<file path="config.mk">
export PLATFORM = sky130hd
export DESIGN_NAME = pgn_ctrl
export DESIGN_NICKNAME = d
export VERILOG_FILES = /design/src/rtl/core/pgn_pkg.sv /design/src/rtl/core/pgn_ctrl.sv
export SDC_FILE = /design/constraint.sdc
export NUM_CORES = 1
export LEC_CHECK = 0
export BUFFER_PORTS_ARGS = -buffer_cell sky130_fd_sc_hd__buf_2
export CAP_MARGIN = 0
export CORE_MARGIN = 2
export CORE_UTILIZATION = 30
export CTS_BUF_LIST = sky130_fd_sc_hd__clkbuf_16
export DETAILED_ROUTE_END_ITERATION = 7
export GPL_ROUTABILITY_DRIVEN = 0
export GPL_TIMING_DRIVEN = 0
export PLACE_DENSITY = 0.6
export REMOVE_ABC_BUFFERS = 1
export SYNTH_ARGS = -nofsm -noshare
export SYNTH_HDL_FRONTEND = slang
export SYNTH_SLANG_ARGS = --single-unit
</file>
<file path="constraint.sdc">
create_clock -name clk -period 2.15 [get_ports clk]
set_input_delay 0.1075 -clock clk [delete_from_list [all_inputs] [get_ports clk]]
set_output_delay 0.1075 -clock clk [all_outputs]
set_load 0.03 [all_outputs]
</file>
<file path="src/rtl/core/pgn_pkg.sv">
// ---------------------------------------------------------------------------
// pgn_pkg
// Shared types, codes and helpers of the gradient noise unit.
// ---------------------------------------------------------------------------
package pgn_pkg;

  // item opcodes
  localparam logic [1:0] OP_LOAD  = 2'd0;
  localparam logic [1:0] OP_EVAL3 = 2'd1;
  localparam logic [1:0] OP_FBM   = 2'd2;

  // configuration register indexes
  localparam int CFG_IDX_W = 2;
  localparam logic [CFG_IDX_W-1:0] REG_OCTAVES = 2'd0;
  localparam logic [CFG_IDX_W-1:0] REG_PERSIST = 2'd1;

  localparam int          MAX_OCTAVES_DEF = 8;
  localparam logic [3:0]  OCT_RESET       = 4'd6;
  localparam logic [15:0] PERS_RESET      = 16'd32768;

  localparam int MUL_W  = 25;  // signed operand width of the shared multiplier
  localparam int GRAD_W = 19;  // gradient dot product
  localparam int LV_W   = 20;  // interpolated values, Q16
  localparam int STEP_W = 6;   // sequencer step, covers the division iterations

  localparam logic [STEP_W-1:0] HASH_LAST = 6'd14;
  localparam logic [STEP_W-1:0] FADE_LAST = 6'd4;
  localparam logic [STEP_W-1:0] LERP_LAST = 6'd1;
  localparam logic [STEP_W-1:0] ACC_LAST  = 6'd2;
  localparam logic [2:0]        AXIS_LAST = 3'd2;
  localparam logic [2:0]        LERP_IDX_LAST = 3'd6;

  typedef struct packed {
    logic              load;
    logic              launch;
    logic              fbm;
    logic              hash;
    logic              fade;
    logic              lerp;
    logic              acc;
    logic              div;
    logic              fin;
    logic [STEP_W-1:0] step;
    logic [2:0]        sel;
  } pgn_cmd_t;

  typedef struct packed {
    logic last_oct;
  } pgn_status_t;

  // improved noise gradient: +-u +-v picked by the low four hash bits
  function automatic logic signed [GRAD_W-1:0] pgn_grad(
    input logic [3:0]         h,
    input logic signed [17:0] gx,
    input logic signed [17:0] gy,
    input logic signed [17:0] gz
  );
    logic signed [GRAD_W-1:0] u;
    logic signed [GRAD_W-1:0] v;
    u = (h < 4'd8) ? GRAD_W'(gx) : GRAD_W'(gy);
    if (h < 4'd4) begin
      v = GRAD_W'(gy);
    end else if (h == 4'd12 || h == 4'd14) begin
      v = GRAD_W'(gx);
    end else begin
      v = GRAD_W'(gz);
    end
    return (h[0] ? -u : u) + (h[1] ? -v : v);
  endfunction

endpackage

</file>
<file path="src/rtl/core/pgn_ctrl.sv">
// ---------------------------------------------------------------------------
// pgn_ctrl
// Sequencer: steps the datapath through hashing, fade, interpolation,
// octave accumulation and the normalizing division.
// ---------------------------------------------------------------------------
module pgn_ctrl
  import pgn_pkg::*;
#(
  parameter int MAX_OCTAVES = MAX_OCTAVES_DEF
) (
  input  logic        clk,
  input  logic        rst_n,
  input  logic        start,
  input  logic [1:0]  in_opcode,
  input  pgn_status_t status,
  output logic        busy,
  output pgn_cmd_t    cmd
);

  localparam int TOT_W = 36 + $clog2(MAX_OCTAVES);
  localparam logic [STEP_W-1:0] DIV_LAST = STEP_W'(TOT_W - 1);

  typedef enum logic [6:0] {
    S_IDLE = 7'b0000001,
    S_HASH = 7'b0000010,
    S_FADE = 7'b0000100,
    S_LERP = 7'b0001000,
    S_ACC  = 7'b0010000,
    S_DIV  = 7'b0100000,
    S_FIN  = 7'b1000000
  } state_t;

  state_t            state_r, state_nxt;
  logic [STEP_W-1:0] step_r, step_nxt;
  logic [2:0]        sel_r, sel_nxt;
  logic              mode_r, mode_nxt;
  logic              is_eval;

  assign busy    = (state_r != S_IDLE);
  assign is_eval = (in_opcode == OP_EVAL3) || (in_opcode == OP_FBM);

  always_comb begin
    state_nxt = state_r;
    step_nxt  = step_r;
    sel_nxt   = sel_r;
    mode_nxt  = mode_r;
    unique case (state_r)
      S_IDLE: begin
        if (start && is_eval) begin
          state_nxt = S_HASH;
          step_nxt  = '0;
          sel_nxt   = '0;
          mode_nxt  = (in_opcode == OP_FBM);
        end
      end
      S_HASH: begin
        if (step_r == HASH_LAST) begin
          state_nxt = S_FADE;
          step_nxt  = '0;
          sel_nxt   = '0;
        end else begin
          step_nxt = step_r + 1'b1;
        end
      end
      S_FADE: begin
        if (step_r == FADE_LAST) begin
          step_nxt = '0;
          if (sel_r == AXIS_LAST) begin
            state_nxt = S_LERP;
            sel_nxt   = '0;
          end else begin
            sel_nxt = sel_r + 1'b1;
          end
        end else begin
          step_nxt = step_r + 1'b1;
        end
      end
      S_LERP: begin
        if (step_r == LERP_LAST) begin
          step_nxt = '0;
          if (sel_r == LERP_IDX_LAST) begin
            state_nxt = mode_r ? S_ACC : S_FIN;
            sel_nxt   = '0;
          end else begin
            sel_nxt = sel_r + 1'b1;
          end
        end else begin
          step_nxt = step_r + 1'b1;
        end
      end
      S_ACC: begin
        if (step_r == ACC_LAST) begin
          step_nxt  = '0;
          state_nxt = status.last_oct ? S_DIV : S_HASH;
        end else begin
          step_nxt = step_r + 1'b1;
        end
      end
      S_DIV: begin
        if (step_r == DIV_LAST) begin
          step_nxt  = '0;
          state_nxt = S_FIN;
        end else begin
          step_nxt = step_r + 1'b1;
        end
      end
      S_FIN: begin
        state_nxt = S_IDLE;
      end
      default: begin
        state_nxt = S_IDLE;
      end
    endcase
  end

  always_ff @(posedge clk) begin
    if (!rst_n) begin
      state_r <= S_IDLE;
      step_r  <= '0;
      sel_r   <= '0;
      mode_r  <= 1'b0;
    end else begin
      state_r <= state_nxt;
      step_r  <= step_nxt;
      sel_r   <= sel_nxt;
      mode_r  <= mode_nxt;
    end
  end

  always_comb begin
    cmd.load   = (state_r == S_IDLE) && start && (in_opcode == OP_LOAD);
    cmd.launch = (state_r == S_IDLE) && start && is_eval;
    cmd.fbm    = cmd.launch ? (in_opcode == OP_FBM) : mode_r;
    cmd.hash   = (state_r == S_HASH);
    cmd.fade   = (state_r == S_FADE);
    cmd.lerp   = (state_r == S_LERP);
    cmd.acc    = (state_r == S_ACC);
    cmd.div    = (state_r == S_DIV);
    cmd.fin    = (state_r == S_FIN);
    cmd.step   = step_r;
    cmd.sel    = sel_r;
  end

`ifndef ASSERT_OFF
  a_div_only_fbm: assert property (@(posedge clk) disable iff (!rst_n)
    (state_r == S_DIV) |-> mode_r)
    else $error("division entered for a 3d evaluation");

  a_fin_returns: assert property (@(posedge clk) disable iff (!rst_n)
    (state_r == S_FIN) |=> (state_r == S_IDLE))
    else $error("finish did not return to idle");

  a_launch_hash: assert property (@(posedge clk) disable iff (!rst_n)
    (start && !busy && (in_opcode == OP_EVAL3 || in_opcode == OP_FBM))
      |=> (state_r == S_HASH))
    else $error("accepted evaluation did not start hashing");
`endif

endmodule

</file>
==> out/qor.txt <==
Starting Density -> 0.309
Fin. max-slew vios -> 0
Clk_lat worst skew -> 250 ps
First-pass GRT wire length -> 4.61 mm
Core footprint -> 3940 µm²
H-tree depth -> 1
Ys Warns -> 0
Final ANT Viol Nets -> 0
Synth-to-Final Area Change -> 24.8%
Fin area -> 1520 µm²
Initial DRC count -> 68
Rows -> 23
Die Span X -> 67.8 µm
Die H -> 67.8 µm
Top cell type's share of synthesized area -> 0.279
Reg power frac -> 0.315
Worst R2R Start -> step_r[0]
Via count -> 1,106
Setup slack, reg-to-reg -> 100 ps
Arrival time at the worst endpoint -> 2170 ps
Residual DRC -> 0
Pre-CTS setup slack -> -163 ps
Final Power -> 1.34 mW
Num CTS Buffers -> 3
CP top delay family -> compound AO/OA/AOI/OAI gates
Comb power frac -> 0.410
Req. time, crit path -> 2280 ps
Buf+Inv Stages, Crit Path -> 2
Status -> complete, no violations
Worst Hold End -> state_r[5]
Diode count -> 0
Setup TNS -> 0 ps
P_leak -> 0.629 nW
Hold Startpoint -> status
Max Clock Freq -> 0.489 GHz
Critical-path top delay cell -> dfxtp_2
# clock sinks -> 17
# setup viols final -> 0
Worst reg-to-reg path cell count -> 9
Crit path kind -> reg2reg
Vias per cell -> 5.03
Max-Cap Viols -> 0
FF-to-FF End -> sel_r[1]
Synth area leaders -> dfxtp_1 28%, ha_1 7.2%, nand3_1 5.7%, nor2_1 3.7%, nand2b_1 3.6%
Reg clk slew, reported paths -> 50 ps
CTS tree -> built
Hold Path Stages -> 3
Mapped Cells -> 147
Clock Skew -> 0.809 ps
Switching power -> 0.545 mW
Int Power -> 0.794 mW
Library cells used by synthesis -> 48
Layout Utilization -> 0.386
Port buffer count -> 24
Top_reg_cell synth -> dfxtp_1
Crit Path Max Fanout -> 7
TritonRoute pass-1 iters -> 4
Sw Share -> 0.407
HP Class -> in2reg
Number of enable flip-flop cells after synthesis -> 0
#FFs+latches synth -> 17
Initial antenna violation count -> 0
Total Nets Final -> 184
Worst-Margin Slew -> 447 ps
Fill count -> 419
Critical path endpoint category -> register
PwrDens -> 879 nW/µm²
Critical Path Stages -> 9
Clk root buf -> clkbuf_16
Buffer depth of the longest clock path -> 2
Mapped Area -> 1220 µm²
Mean Syn Cell Area -> 8.30 µm²
Vias in the first global route -> 1,035
Min Tclk post-route -> 2050 ps
Final hold violation count -> 0
Sequential area share after synthesis -> 0.279
DP Wirelength -> 1.98 mm
Congestion Overflow GR -> 0
Layout cell share with drive strength beyond 1 -> 0.300
Relative slew slack -> 0.701
CP startpoint kind -> register
Clock power share -> 0.276
Crit-path cells -> inv_1 > ha_1 > nor3b_2 > a2111oi_4 > a221oi_2 > buf_4 > o211ai_2 > o211ai_1 > o21ai_0
Setup ws final -> 104 ps
CP peak stage delay -> 360 ps
Global Route Usage Sum -> 0.131
Cell accounting for the most synthesized area -> dfxtp_1
Full die area -> 4590 µm²
Avg WL per Cell -> 12.5 µm
Largest net degree at the start of global routing -> 28
Final Cycle Share -> 0.951
Ports -> 25
Dpl cell area -> 1360 µm²
Total Wirelength -> 2.76 mm
Synth async-reset ratio -> 0
Worst IR Drop VDD -> 628 µV
==> synthesized netlist by cell type (3+ instances only) <==
cell type   n
nand3_1    14
o21ai_1     3
clkbuf_1    3
nor2b_1     5
nor2_1     12
and2_1      3
nor3_1      6
o21ai_0     4
dfxtp_1    17
nand4b_1    4
ha_1        7
inv_1       8
nand2_1    11
nand2b_1    7
==> stage by stage <==
step                hold WS (ps)  std cells
floorplan                    169        140
finish                       115        220
global route                 161        220
global placement             370        214
CTS                          110        219
detailed placement           374        214
==> flip-flops by register name (all words and copies together), names as in the netlist <==
signal	cells
mode_r	1
sel_r	3
state_r	7
step_r	6
==> power by group through the flow <==
stage               registers [mW]  logic, mW  clock network (mW)
CTS                          0.421      0.508               0.380
global route                 0.427      0.610               0.394
floorplan                    0.417      0.372                   0
global placement             0.425      0.483                   0
detailed placement           0.424      0.483                   0
finish                       0.421      0.548               0.369
==> cell families after synthesis <==
logic type               Yosys count  share of synthesized area
flip-flops                        17                      0.279
XOR/XNOR                           1                    0.00718
multiplexers                       3                     0.0256
adder cells (fa/ha/maj)            7                     0.0718
AO/OA/AOI/OAI                     28                      0.192
AND/OR/NAND/NOR                   76                      0.367
buffers and inverters             15                     0.0574
==> layout make-up <==
class | instances | area (µm²) | area share
clock buffers | 3 | 75.1 | 0.0493
clock inverters | 1 | 3.75 | 0.00247
inverters | 8 | 30.0 | 0.0197
multi-input cells | 115 | 872 | 0.573
flip-flops and latches | 17 | 344 | 0.226
well taps | 50 | 62.6 | 0.0411
repair buffers | 26 | 135 | 0.0887
==> per-layer routing <==
layer | wire (µm) | GRT usage | vias to the layer above | part of all wire
met5 | 0 | 0 | - | 0
met4 | 12 | 0.0300 | 0 | 0.0044
met3 | 122 | 0.0350 | 2 | 0.044
met2 | 1270 | 0.212 | 26 | 0.46
met1 | 1350 | 0.174 | 498 | 0.49
li1 | - | - | 580 | -
==> worst register-to-register path: cells and delay by family, from the launching register on <==
kind	cells	cell delay, ps
AO/OA/AOI/OAI	5	780
buffers and inverters	2	350
adder cells (fa/ha/maj)	1	180
AND/OR/NAND/NOR	1	270
flip-flops	1	360
==> layout by cell type, fill, tap and decap left out, types with 2 or more instances in the layout <==
master      n
a2111oi_4   2
a21oi_1     2
a22oi_1     2
a31o_1      2
and2_1      3
buf_2      24
buf_4       2
clkbuf_16   3
dfxtp_1    14
dfxtp_2     3
ha_1        7
inv_1       9
mux2i_1     2
nand2_1    11
nand2b_1    7
nand3_1    14
nand4_1     2
nand4b_1    4
nor2_1     12
nor2b_1     5
nor3_1      5
nor4_4      2
o211ai_1    2
o21a_1      2
o21ai_0     3
o21ai_1     2
o21ai_2     2
or2_2       2
==> worst max path at each step <==
stage / slack (ps) / to / start
after global routing: -70 / sel_r[1] / step_r[0]
after detailed placement: -160 / state_r[2] / step_r[0]
after global placement: -160 / state_r[2] / step_r[0]
final: 100 / sel_r[1] / step_r[0]
after floorplan: -90 / state_r[1] / state_r[0]
after CTS: 2 / sel_r[0] / state_r[6]
==> what timing repair did <==
item / CTS / global route
pin swaps: 0 / 3
gates cloned: 0 / 0
endpoints found under the setup margin: 12 / 13
buffers inserted: 1 / 1
hold buffers: 0 / 0
gates resized for setup: 4 / 10
No activity file was read; power rests on OpenSTA's default activity.
